<file path="src/design/stok_pkg.sv">
// Package for the source tokenizer: token kinds, error kinds, scan phases,
// keyword table and character class helpers. No dependencies.
package stok_pkg;

   localparam int CounterBitsDefault = 24;
   localparam int OutBits = 24;
   localparam int NumKw = 14;
   localparam int MaxResults = 3;

   typedef enum logic [5:0] {
      TK_IDENT = 6'd0, TK_MENTRE = 6'd1, TK_MAIN = 6'd2, TK_VERO = 6'd3,
      TK_FALSO = 6'd4, TK_FUN = 6'd5, TK_SIA = 6'd6, TK_SE = 6'd7,
      TK_STAMPA = 6'd8, TK_ALTRIMENTI = 6'd9, TK_EE = 6'd10, TK_OO = 6'd11,
      TK_RITORNA = 6'd12, TK_NULLA = 6'd13, TK_NON = 6'd14,
      TK_ERROR = 6'd15, TK_STRING = 6'd16, TK_NUMBER = 6'd17, TK_EOF = 6'd18,
      TK_LPAREN = 6'd19, TK_RPAREN = 6'd20, TK_LBRACE = 6'd21,
      TK_RBRACE = 6'd22, TK_SEMI = 6'd23, TK_COMMA = 6'd24, TK_DOT = 6'd25,
      TK_PLUS = 6'd26, TK_MINUS = 6'd27, TK_STAR = 6'd28, TK_SLASH = 6'd29,
      TK_BANGBANG = 6'd30, TK_NE = 6'd31, TK_EQEQ = 6'd32, TK_EQ = 6'd33,
      TK_LE = 6'd34, TK_LT = 6'd35, TK_GE = 6'd36, TK_GT = 6'd37
   } kind_type;

   typedef enum logic [1:0] {
      ERR_NONE = 2'd0, ERR_UNEXPECTED = 2'd1, ERR_UNTERMINATED = 2'd2
   } err_type;

   typedef enum logic [3:0] {
      PH_IDLE, PH_SLASH, PH_LCOMM, PH_BCOMM, PH_BSTAR, PH_IDENT, PH_NUM,
      PH_NUMDOT, PH_FRAC, PH_STR, PH_BANG, PH_EQ, PH_LT, PH_GT
   } phase_type;

   // one emitted token; start and length are already clamped to OutBits
   typedef struct packed {
      kind_type kind;
      err_type  err;
      logic [OutBits-1:0] start;
      logic [OutBits-1:0] len;
   } tok_type;

   localparam logic [3:0] KwLen [NumKw] = '{
      4'd6, 4'd4, 4'd4, 4'd5, 4'd3, 4'd3, 4'd2, 4'd6, 4'd10, 4'd2, 4'd2,
      4'd7, 4'd5, 4'd3};

   function automatic logic [7:0] kw_char(input int k, input logic [3:0] idx);
      logic [8*10-1:0] s;
      case (k)
         0: s = "mentre";
         1: s = "main";
         2: s = "vero";
         3: s = "falso";
         4: s = "fun";
         5: s = "sia";
         6: s = "se";
         7: s = "stampa";
         8: s = "altrimenti";
         9: s = "ee";
         10: s = "oo";
         11: s = "ritorna";
         12: s = "nulla";
         default: s = "non";
      endcase
      // strings are right-aligned; char idx sits at byte len-1-idx
      if (idx >= KwLen[k]) kw_char = 8'h00;
      else kw_char = s[8*(KwLen[k] - 4'd1 - idx) +: 8];
   endfunction

   function automatic logic [NumKw-1:0] mask_update(input logic [NumKw-1:0] m,
         input logic [3:0] idx, input logic [7:0] c);
      logic [NumKw-1:0] r;
      r = m;
      for (int k = 0; k < NumKw; k++)
         if (idx >= KwLen[k] || kw_char(k, idx) != c) r[k] = 1'b0;
      mask_update = r;
   endfunction

   function automatic logic is_digit(input logic [7:0] c);
      is_digit = (c >= "0" && c <= "9");
   endfunction

   function automatic logic is_alpha(input logic [7:0] c);
      is_alpha = (c >= "a" && c <= "z") || (c >= "A" && c <= "Z") || c == "_";
   endfunction

endpackage

</file>
<file path="src/design/source_tokenizer_unit.sv">
// Source tokenizer: one byte per transaction in, up to three tokens out.
// A top-level module only; uses stok_pkg.
//
// Accepts one byte or end marker per cycle while the queue has room. A
// transaction is scanned in the cycle after acceptance from the input
// register; its tokens (up to three) are written into a result queue at
// the end of that cycle, and they leave one per cycle while rsp_ready is high.
// Input is taken whenever the queue has room for six more tokens: three for
// the transaction still in the input register and three for the new one.
// So the rate is one byte per cycle as long as bytes average at most one
// token each and rsp_ready stays high; a byte that yields two or three tokens
// takes an output slot for each. Line, offset and length saturate at 2^24-1; counters at
// 2^COUNTER_BITS-1.
module source_tokenizer_unit
   import stok_pkg::*;
#(
   parameter int COUNTER_BITS = CounterBitsDefault
) (
   input  logic        clock,
   input  logic        reset,
   input  logic        req_valid,
   output logic        req_ready,
   input  logic [7:0]  req_ch,
   input  logic        req_is_end,
   output logic        rsp_valid,
   input  logic        rsp_ready,
   output logic [5:0]  rsp_token_kind,
   output logic [1:0]  rsp_error_kind,
   output logic [23:0] rsp_line_number,
   output logic [23:0] rsp_start_offset,
   output logic [23:0] rsp_token_length,
   output logic        rsp_last
);

   localparam int CB = COUNTER_BITS;
   localparam logic [CB-1:0] CMax = '1;
   localparam int QDepth = 8;
   localparam int QW = $clog2(QDepth);

   typedef struct packed {
      tok_type tok;
      logic [OutBits-1:0] line;
      logic last;
   } qent_type;

   // input register
   logic       iv_ff, iv_in;
   logic [7:0] ich_ff;
   logic       iend_ff;

   // scanner state
   phase_type       phase_ff, phase_in;
   logic [CB-1:0]   line_ff, line_in, pos_ff, pos_in, tstart_ff, tstart_in;
   logic [CB-1:0]   dot_ff, dot_in;
   logic [NumKw-1:0] kw_ff, kw_in;

   // result queue
   qent_type     q_mem [QDepth];
   logic [QW-1:0] wp_ff, rp_ff;
   logic [QW:0]   cnt_ff, cnt_in;

   tok_type t0, t1, t2;
   logic [1:0] n;
   logic [CB-1:0] line_emit;
   logic [CB-1:0] line_fresh;

   function automatic logic [OutBits-1:0] clampo(input logic [CB-1:0] v);
      if (CB > OutBits && (v >> OutBits) != '0) clampo = '1;
      else clampo = OutBits'(v);
   endfunction

   function automatic logic [CB-1:0] sinc(input logic [CB-1:0] v);
      sinc = (v == CMax) ? v : v + 1'b1;
   endfunction

   function automatic tok_type mk(input kind_type k, input err_type e,
         input logic [CB-1:0] s, input logic [CB-1:0] l);
      tok_type t;
      t.kind = k; t.err = e; t.start = clampo(s); t.len = clampo(l);
      mk = t;
   endfunction

   function automatic kind_type ident_kind(input logic [NumKw-1:0] m,
         input logic [CB-1:0] len);
      kind_type r;
      r = TK_IDENT;
      for (int k = NumKw - 1; k >= 0; k--)
         if (m[k] && len == CB'(KwLen[k])) r = kind_type'(6'(k + 1));
      ident_kind = r;
   endfunction

   function automatic kind_type single_kind(input logic [7:0] c);
      case (c)
         "(": single_kind = TK_LPAREN;
         ")": single_kind = TK_RPAREN;
         "{": single_kind = TK_LBRACE;
         "}": single_kind = TK_RBRACE;
         ";": single_kind = TK_SEMI;
         ",": single_kind = TK_COMMA;
         ".": single_kind = TK_DOT;
         "+": single_kind = TK_PLUS;
         "-": single_kind = TK_MINUS;
         "*": single_kind = TK_STAR;
         default: single_kind = TK_ERROR;
      endcase
   endfunction

   assign req_ready = (cnt_ff <= (QW+1)'(QDepth - 2*MaxResults));
   assign iv_in = req_valid && req_ready;

   always_ff @(posedge clock) begin
      if (reset) iv_ff <= 1'b0;
      else iv_ff <= iv_in;
      if (iv_in) begin
         ich_ff <= req_ch;
         iend_ff <= req_is_end;
      end
   end

   // scanner
   always_comb begin
      logic [7:0] c;
      logic again, fr_tok;
      logic [CB-1:0] pos, len;
      logic [3:0] idx;
      tok_type ft;
      c = ich_ff;
      pos = pos_ff;
      len = pos_ff - tstart_ff;
      idx = (len > CB'(15)) ? 4'd15 : len[3:0];
      phase_in = phase_ff;
      line_in = line_ff;
      pos_in = pos_ff;
      tstart_in = tstart_ff;
      dot_in = dot_ff;
      kw_in = kw_ff;
      t0 = mk(TK_EOF, ERR_NONE, pos, '0);
      t1 = t0;
      t2 = t0;
      n = 2'd0;
      again = 1'b0;
      line_emit = line_ff;
      line_fresh = line_ff;
      fr_tok = 1'b0;
      ft = t0;
      if (iv_ff && iend_ff) begin
         n = 2'd1;
         case (phase_ff)
            PH_SLASH: begin t0 = mk(TK_SLASH, ERR_NONE, tstart_ff, CB'(1)); n = 2'd2; end
            PH_IDENT: begin t0 = mk(ident_kind(kw_ff, len), ERR_NONE, tstart_ff, len); n = 2'd2; end
            PH_NUM, PH_FRAC: begin t0 = mk(TK_NUMBER, ERR_NONE, tstart_ff, len); n = 2'd2; end
            PH_NUMDOT: begin
               t0 = mk(TK_NUMBER, ERR_NONE, tstart_ff, dot_ff - tstart_ff);
               t1 = mk(TK_DOT, ERR_NONE, dot_ff, CB'(1));
               n = 2'd3;
            end
            PH_STR: begin t0 = mk(TK_ERROR, ERR_UNTERMINATED, tstart_ff, len); n = 2'd2; end
            PH_BANG: begin t0 = mk(TK_ERROR, ERR_UNEXPECTED, tstart_ff, CB'(1)); n = 2'd2; end
            PH_EQ: begin t0 = mk(TK_EQ, ERR_NONE, tstart_ff, CB'(1)); n = 2'd2; end
            PH_LT: begin t0 = mk(TK_LT, ERR_NONE, tstart_ff, CB'(1)); n = 2'd2; end
            PH_GT: begin t0 = mk(TK_GT, ERR_NONE, tstart_ff, CB'(1)); n = 2'd2; end
            default: ;
         endcase
         if (n == 2'd2) t1 = mk(TK_EOF, ERR_NONE, pos, '0);
         if (n == 2'd3) t2 = mk(TK_EOF, ERR_NONE, pos, '0);
         phase_in = PH_IDLE;
         line_in = CB'(1);
         pos_in = '0;
         tstart_in = '0;
         kw_in = '0;
         dot_in = '0;
      end else if (iv_ff) begin
         case (phase_ff)
            PH_SLASH:
               if (c == "/") phase_in = PH_LCOMM;
               else if (c == "*") phase_in = PH_BCOMM;
               else begin t0 = mk(TK_SLASH, ERR_NONE, tstart_ff, CB'(1)); n = 2'd1; again = 1'b1; end
            PH_LCOMM:
               if (c == 8'h0a) begin line_in = sinc(line_ff); phase_in = PH_IDLE; end
            PH_BCOMM, PH_BSTAR:
               if (phase_ff == PH_BSTAR && c == "/") phase_in = PH_IDLE;
               else if (c == "*") phase_in = PH_BSTAR;
               else begin
                  if (c == 8'h0a) line_in = sinc(line_ff);
                  phase_in = PH_BCOMM;
               end
            PH_IDENT:
               if (is_alpha(c) || is_digit(c)) kw_in = mask_update(kw_ff, idx, c);
               else begin
                  t0 = mk(ident_kind(kw_ff, len), ERR_NONE, tstart_ff, len);
                  n = 2'd1; again = 1'b1;
               end
            PH_NUM:
               if (is_digit(c)) ;
               else if (c == ".") begin phase_in = PH_NUMDOT; dot_in = pos; end
               else begin t0 = mk(TK_NUMBER, ERR_NONE, tstart_ff, len); n = 2'd1; again = 1'b1; end
            PH_NUMDOT:
               if (is_digit(c)) phase_in = PH_FRAC;
               else begin
                  t0 = mk(TK_NUMBER, ERR_NONE, tstart_ff, dot_ff - tstart_ff);
                  t1 = mk(TK_DOT, ERR_NONE, dot_ff, CB'(1));
                  n = 2'd2; again = 1'b1;
               end
            PH_FRAC:
               if (!is_digit(c)) begin
                  t0 = mk(TK_NUMBER, ERR_NONE, tstart_ff, len); n = 2'd1; again = 1'b1;
               end
            PH_STR:
               if (c == "\"") begin
                  t0 = mk(TK_STRING, ERR_NONE, tstart_ff, sinc(pos) - tstart_ff);
                  n = 2'd1; phase_in = PH_IDLE;
               end else if (c == 8'h0a) line_in = sinc(line_ff);
            PH_BANG:
               if (c == "!") begin
                  t0 = mk(TK_BANGBANG, ERR_NONE, tstart_ff, CB'(2)); n = 2'd1; phase_in = PH_IDLE;
               end else if (c == "=") begin
                  t0 = mk(TK_NE, ERR_NONE, tstart_ff, CB'(2)); n = 2'd1; phase_in = PH_IDLE;
               end else begin
                  t0 = mk(TK_ERROR, ERR_UNEXPECTED, tstart_ff, CB'(1)); n = 2'd1; again = 1'b1;
               end
            PH_EQ, PH_LT, PH_GT:
               if (c == "=") begin
                  t0 = mk((phase_ff == PH_EQ) ? TK_EQEQ : (phase_ff == PH_LT) ? TK_LE : TK_GE,
                          ERR_NONE, tstart_ff, CB'(2));
                  n = 2'd1; phase_in = PH_IDLE;
               end else begin
                  t0 = mk((phase_ff == PH_EQ) ? TK_EQ : (phase_ff == PH_LT) ? TK_LT : TK_GT,
                          ERR_NONE, tstart_ff, CB'(1));
                  n = 2'd1; again = 1'b1;
               end
            default: again = 1'b1;
         endcase
         if (again) begin
            phase_in = PH_IDLE;
            tstart_in = pos;
            if (c == " " || c == 8'h0d || c == 8'h09) ;
            else if (c == 8'h0a) begin line_in = sinc(line_ff); line_fresh = line_in; end
            else if (is_digit(c)) phase_in = PH_NUM;
            else if (is_alpha(c)) begin
               phase_in = PH_IDENT;
               kw_in = mask_update('1, 4'd0, c);
            end else if (c == "/") phase_in = PH_SLASH;
            else if (c == "\"") phase_in = PH_STR;
            else if (c == "!") phase_in = PH_BANG;
            else if (c == "=") phase_in = PH_EQ;
            else if (c == "<") phase_in = PH_LT;
            else if (c == ">") phase_in = PH_GT;
            else begin
               fr_tok = 1'b1;
               if (single_kind(c) == TK_ERROR) ft = mk(TK_ERROR, ERR_UNEXPECTED, pos, CB'(1));
               else ft = mk(single_kind(c), ERR_NONE, pos, CB'(1));
            end
         end
         if (fr_tok) begin
            case (n)
               2'd0: t0 = ft;
               2'd1: t1 = ft;
               default: t2 = ft;
            endcase
            n = n + 2'd1;
         end
         pos_in = sinc(pos);
      end
      // all tokens of a byte carry the line before it; a newline that ends
      // a token is counted only after that token
      line_emit = line_ff;
      if (line_fresh != line_ff) line_emit = line_ff;
   end

   always_ff @(posedge clock) begin
      if (reset) begin
         phase_ff <= PH_IDLE;
         line_ff <= CB'(1);
         pos_ff <= '0;
         tstart_ff <= '0;
         kw_ff <= '0;
         dot_ff <= '0;
      end else begin
         phase_ff <= phase_in;
         line_ff <= line_in;
         pos_ff <= pos_in;
         tstart_ff <= tstart_in;
         kw_ff <= kw_in;
         dot_ff <= dot_in;
      end
   end

   // result queue
   logic pop;
   assign pop = rsp_valid && rsp_ready;
   assign cnt_in = cnt_ff + (QW+1)'(n) - (QW+1)'(pop);

   always_ff @(posedge clock) begin
      if (reset) begin
         wp_ff <= '0;
         rp_ff <= '0;
         cnt_ff <= '0;
      end else begin
         wp_ff <= wp_ff + QW'(n);
         rp_ff <= rp_ff + QW'(pop);
         cnt_ff <= cnt_in;
      end
   end

   always_ff @(posedge clock) begin
      if (n != 2'd0) q_mem[wp_ff] <= '{tok: t0, line: clampo(line_emit), last: n == 2'd1};
      if (n >= 2'd2) q_mem[wp_ff + QW'(1)] <= '{tok: t1, line: clampo(line_emit),
                                                last: n == 2'd2};
      if (n == 2'd3) q_mem[wp_ff + QW'(2)] <= '{tok: t2, line: clampo(line_emit), last: 1'b1};
   end

   qent_type head;
   assign head = q_mem[rp_ff];
   assign rsp_valid = (cnt_ff != '0);
   assign rsp_token_kind = head.tok.kind;
   assign rsp_error_kind = head.tok.err;
   assign rsp_line_number = head.line;
   assign rsp_start_offset = head.tok.start;
   assign rsp_token_length = head.tok.len;
   assign rsp_last = head.last;

   a_no_overflow: assert property (@(posedge clock) disable iff (reset)
      cnt_ff <= (QW+1)'(QDepth))
      else $error("result queue overflow");
   a_ready_room: assert property (@(posedge clock) disable iff (reset)
      req_ready |-> cnt_ff <= (QW+1)'(QDepth - 2*MaxResults))
      else $error("ready without room");
   a_end_resets: assert property (@(posedge clock) disable iff (reset)
      (iv_ff && iend_ff) |=> (phase_ff == PH_IDLE && pos_ff == '0))
      else $error("end marker did not reset scanner");
   a_end_emits: assert property (@(posedge clock) disable iff (reset)
      (iv_ff && iend_ff) |-> n != 2'd0)
      else $error("end marker without EOF");

endmodule

</file>
<file path="config.mk">
export PLATFORM = sky130hd
export DESIGN_NAME = source_tokenizer_unit
export DESIGN_NICKNAME = d
export VERILOG_FILES = /design/src/design/stok_pkg.sv /design/src/design/source_tokenizer_unit.sv
export SDC_FILE = /design/constraint.sdc
export NUM_CORES = 2
export LEC_CHECK = 0
export ABC_CLOCK_PERIOD_IN_PS = 7500
export BUFFER_PORTS_ARGS = -buffer_cell sky130_fd_sc_hd__buf_2
export CORE_UTILIZATION = 58
export CTS_BUF_LIST = sky130_fd_sc_hd__clkbuf_8 sky130_fd_sc_hd__clkbuf_16
export CTS_CLUSTER_DIAMETER = 150
export CTS_CLUSTER_SIZE = 30
export DETAILED_ROUTE_END_ITERATION = 6
export GPL_TIMING_DRIVEN = 1
export HOLD_SLACK_MARGIN = 0.12
export PLACE_DENSITY = 0.79
export SETUP_SLACK_MARGIN = 0.1
export SYNTH_ARGS = -nofsm -noshare
export SYNTH_HDL_FRONTEND = slang
export SYNTH_SLANG_ARGS = --single-unit
</file>
<file path="constraint.sdc">
create_clock -name clock -period 7.5 [get_ports clock]
set_input_delay 1.5 -clock clock [delete_from_list [all_inputs] [get_ports clock]]
set_output_delay 1.5 -clock clock [all_outputs]
set_load 0.02 [all_outputs]
</file>
==> flow_summary.toml <==
[outcome]
status = "finished with violations"
violations = "DRC"

[power]
seqPwrFrac_pct = 39.3
p_sw_uw = 4950
power.leakage_uw = 0.0158
power.internal_uw = 7400
p_sw_share_pct = 40.1
p_per_area_nw_per_um2 = 260
clkPwrFrac_pct = 17.0
irDropWorstVdd_v = 0.000660
combPwrFrac_pct = 43.7
power_uw = 12400

[floorplanning]
initial_core_util_pct = 59.1
io-pin-count = 96
num_rows = 101
fp.coreArea_um2 = 76500
die_w_um = 281
die_h_um = 281
fp.dieArea_um2 = 79000

[worst_setup_path]
crit_end = "kw_ff[5]"
worst_path_max_delay_cell = "or4b_1"
arrival_ns = 7.58
cp_num_cells = 24
worstReg2RegEnd = "kw_ff[5]"
reg2reg_from = "pos_ff[0]"
critical_path_buf_inv_count = 2
end_kind = "flip-flop"
cp_top_family = "simple AND/OR/NAND/NOR gates"
crit_fanout = 14
critical_path_class = "reg2reg"
r2r_cells = 24
startpoint = "pos_ff[0]"
reg2reg_slack_ns = 0.54
startpoint_type = "flip-flop"
cpPeakStageDelay_ns = 0.70
crit_chain = "inv_1 > ha_1 > inv_1 > fa_1 > a211oi_2 > o21ai_1 > a31oi_4 > a221oi_1 > o311ai_1 > a21oi_1 > nor4_1 > or4b_1 > nor3_2 > nand2_1 > ha_2 > nand3_1 > a21oi_1 > nand3_1 > o21ai_0 > nand2_1 > nor4_1 > o2111ai_1 > nand2b_1 > a41o_1"
crit_required_ns = 8.12

[sta]
finalMaxSlewViolations = 0
fin_setup_tns_ns = 0
setup-violations-final = 0
holdWs_ns = 0.465
slew_headroom_pct = 19.0
rsz0062_at_grt = "no"
min_period_ns = 6.96
finClkSkew_ns = 0.0394
worstMarginPinSlew_ns = 1.21
fmax_mhz = 144
hold_violations = 0
finalCritPeriodShare_pct = 92.8

[yosys]
ys_top_cells_by_area = "edfxtp_1, dfxtp_1, mux4_2"
yosysTopAreaCellShare_pct = 29.9
ys_seq_area_share_pct = 44.6
synth-seq-cells = 782
yosys.area.top_type = "edfxtp_1"
synth_area_um2 = 45200
post_synth_num_cell_types = 102
synthCells = 4389
yosys_warnings = 0
synth-async-reset-ratio_pct = 0
synth_nets = 4502
avgSynthCellArea_um2 = 10.3
synth_ff_type = "edfxtp_1"
synth_edf_count = 449

[clock_network]
clock_path_buffers = 3
cts_max_level = 1
clock_latency_ns = 0.68
numCtsBuffers = 30
cts_tree = "built"
clk_pin_slew_worst_paths_ns = 0.12
cts-root-buf = "clkbuf_16"
clock-sinks = 782

[cells_and_area]
num-fill-cells = 6055
drive_above_1_share_pct = 14.3
design_area_um2 = 47600
final_common_cell = "nor2_1"
final_cell_mix = "nor2_1, edfxtp_1, nand2_1"
area_growth_syn_to_layout_pct = 5.36
finalNetCount = 4366

[grt]
antenna_found_initial = 4
overflow = 0
track_usage_pct = 36.9
grt_pass1_wl_um = 221000
grt_pass1_vias = 35824
grt_max_degree = 119

[placement]
portBuffers = 95
routabilityCongestion = 1.02
placed_area_um2 = 46700
hpwl_um = 95900

[routing]
wirelength_um = 149000
ant_nets = 0
drcViolationCount = 4
vias = 38060
routedWlPerCell_um = 28.0
drt_iter0_drc = 5875
firstDrtPassIters = 7
viasPerCell = 7.17

[hold_path]
hold_class = "reg2reg"
hp-start = "q_mem[3][30]"

[run]
max_cap_viol_count = 0
==> worst min path at each step <==
stage	to	slack, ns	cells after the start
2_1_floorplan	q_mem[2][26]	0.42	2
3_3_place_gp	q_mem[4][28]	0.43	2
3_5_place_dp	q_mem[3][30]	0.44	2
4_1_cts	q_mem[3][30]	0.46	2
5_1_grt	q_mem[6][30]	0.48	2
6_report	q_mem[3][30]	0.47	2
==> state kept, by name (all words and copies together) (netlist names) <==
name and flops:
q_mem 648, cnt_ff 4, pos_ff 24, phase_ff 4, rp_ff 3, tstart_ff 24
iend_ff 1, wp_ff 3, iv_ff 1, line_emit 24, kw_ff 14, dot_ff 24
ich_ff 8
==> through the flow <==
stage / std cells / worst slack [ns] / util, %
6_report: 5308 / 0.540 / 62.2
3_3_place_gp: 5251 / 0.665 / 61.1
5_1_grt: 5308 / 0.103 / 62.2
2_1_floorplan: 4389 / 1.54 / -
4_1_cts: 5306 / 0.511 / 62.2
3_5_place_dp: 5251 / 0.498 / 61.1
==> layer usage <==
metal | up-vias | routed length [µm] | GRT usage [%]
met5 | - | 0 | 0
met2 | 2868 | 67000 | 58.1
met4 | 0 | 8210 | 17.1
li1 | 16277 | - | -
met1 | 18344 | 54100 | 48.5
met3 | 571 | 19600 | 8.21
==> synth_stat cells, types with 15 or more instances <==
cell type and n:
a21o_1 26, a21oi_1 162, a221o_1 221, a221oi_1 17
a222oi_1 16, a22o_1 115, a22oi_1 42, a31oi_1 27
and2_1 74, and3_1 32, buf_1 46, buf_2 53
clkbuf_1 281, dfxtp_1 333, edfxtp_1 449, ha_1 95
inv_1 68, mux2_2 86, mux2i_1 45, mux2i_2 17
mux4_2 162, nand2_1 376, nand2b_1 34, nand3_1 89
nand4_1 49, nor2_1 483, nor2b_1 177, nor3_1 86
nor4_1 17, o21a_1 15, o21ai_0 195, o21ai_1 29
o221ai_1 32, o22ai_1 43, or3_1 15, xnor2_1 88
xor2_1 74
==> cells by family after synthesis <==
logic type      after synthesis  share of synthesized area (%)
compound gates             1073                           17.7
buf+inv                     463                           4.10
fa+ha+maj                   100                           2.85
simple gates               1499                           15.9
mux                         310                           11.7
flops                       782                           44.6
xor+xnor                    162                           3.14
==> worst reg2reg max path, stage by stage, from the launching register on <==
cell,delay (ns)
dfxtp_1,0.40
inv_1,0.31
ha_1,0.24
inv_1,0.06
fa_1,0.48
a211oi_2,0.32
o21ai_1,0.22
a31oi_4,0.36
a221oi_1,0.13
o311ai_1,0.26
a21oi_1,0.17
nor4_1,0.41
or4b_1,0.70
nor3_2,0.31
nand2_1,0.22
ha_2,0.59
nand3_1,0.12
a21oi_1,0.41
nand3_1,0.12
o21ai_0,0.10
nand2_1,0.06
nor4_1,0.44
o2111ai_1,0.20
nand2b_1,0.12
a41o_1,0.16
==> power groups by stage <==
| stage | clock [µW] | combinational (µW) | sequential, µW |
|---|---|---|---|
| after global routing | 2220 | 5750 | 4880 |
| after CTS | 2100 | 5230 | 4850 |
| after global placement | 0 | 5170 | 4940 |
| final | 2100 | 5400 | 4860 |
| after detailed placement | 0 | 5200 | 4950 |
| after floorplan | 0 | 3900 | 4790 |
==> timing repair <==
| action | 4_1_cts | 5_1_grt |
|---|---|---|
| hold buffers | 0 | 0 |
| setup buffers | 0 | 0 |
| resized for setup | 0 | 4 |
| setup endpoints to repair | 0 | 7 |
==> area by class of cell <==
cell class	count	area, µm²	share of cell area, %
Timing Repair Buffer	221	1620	3.41
Multi-Input combinational cell	3144	23300	49.1
Tap cell	1030	1290	2.71
Clock inverter	25	130	0.273
Clock buffer	30	751	1.58
Antenna cell	2	5.00	0.0105
Inverter	74	282	0.592
Sequential cell	782	20200	42.4
Note: power is estimated with default switching activity, not from simulation.
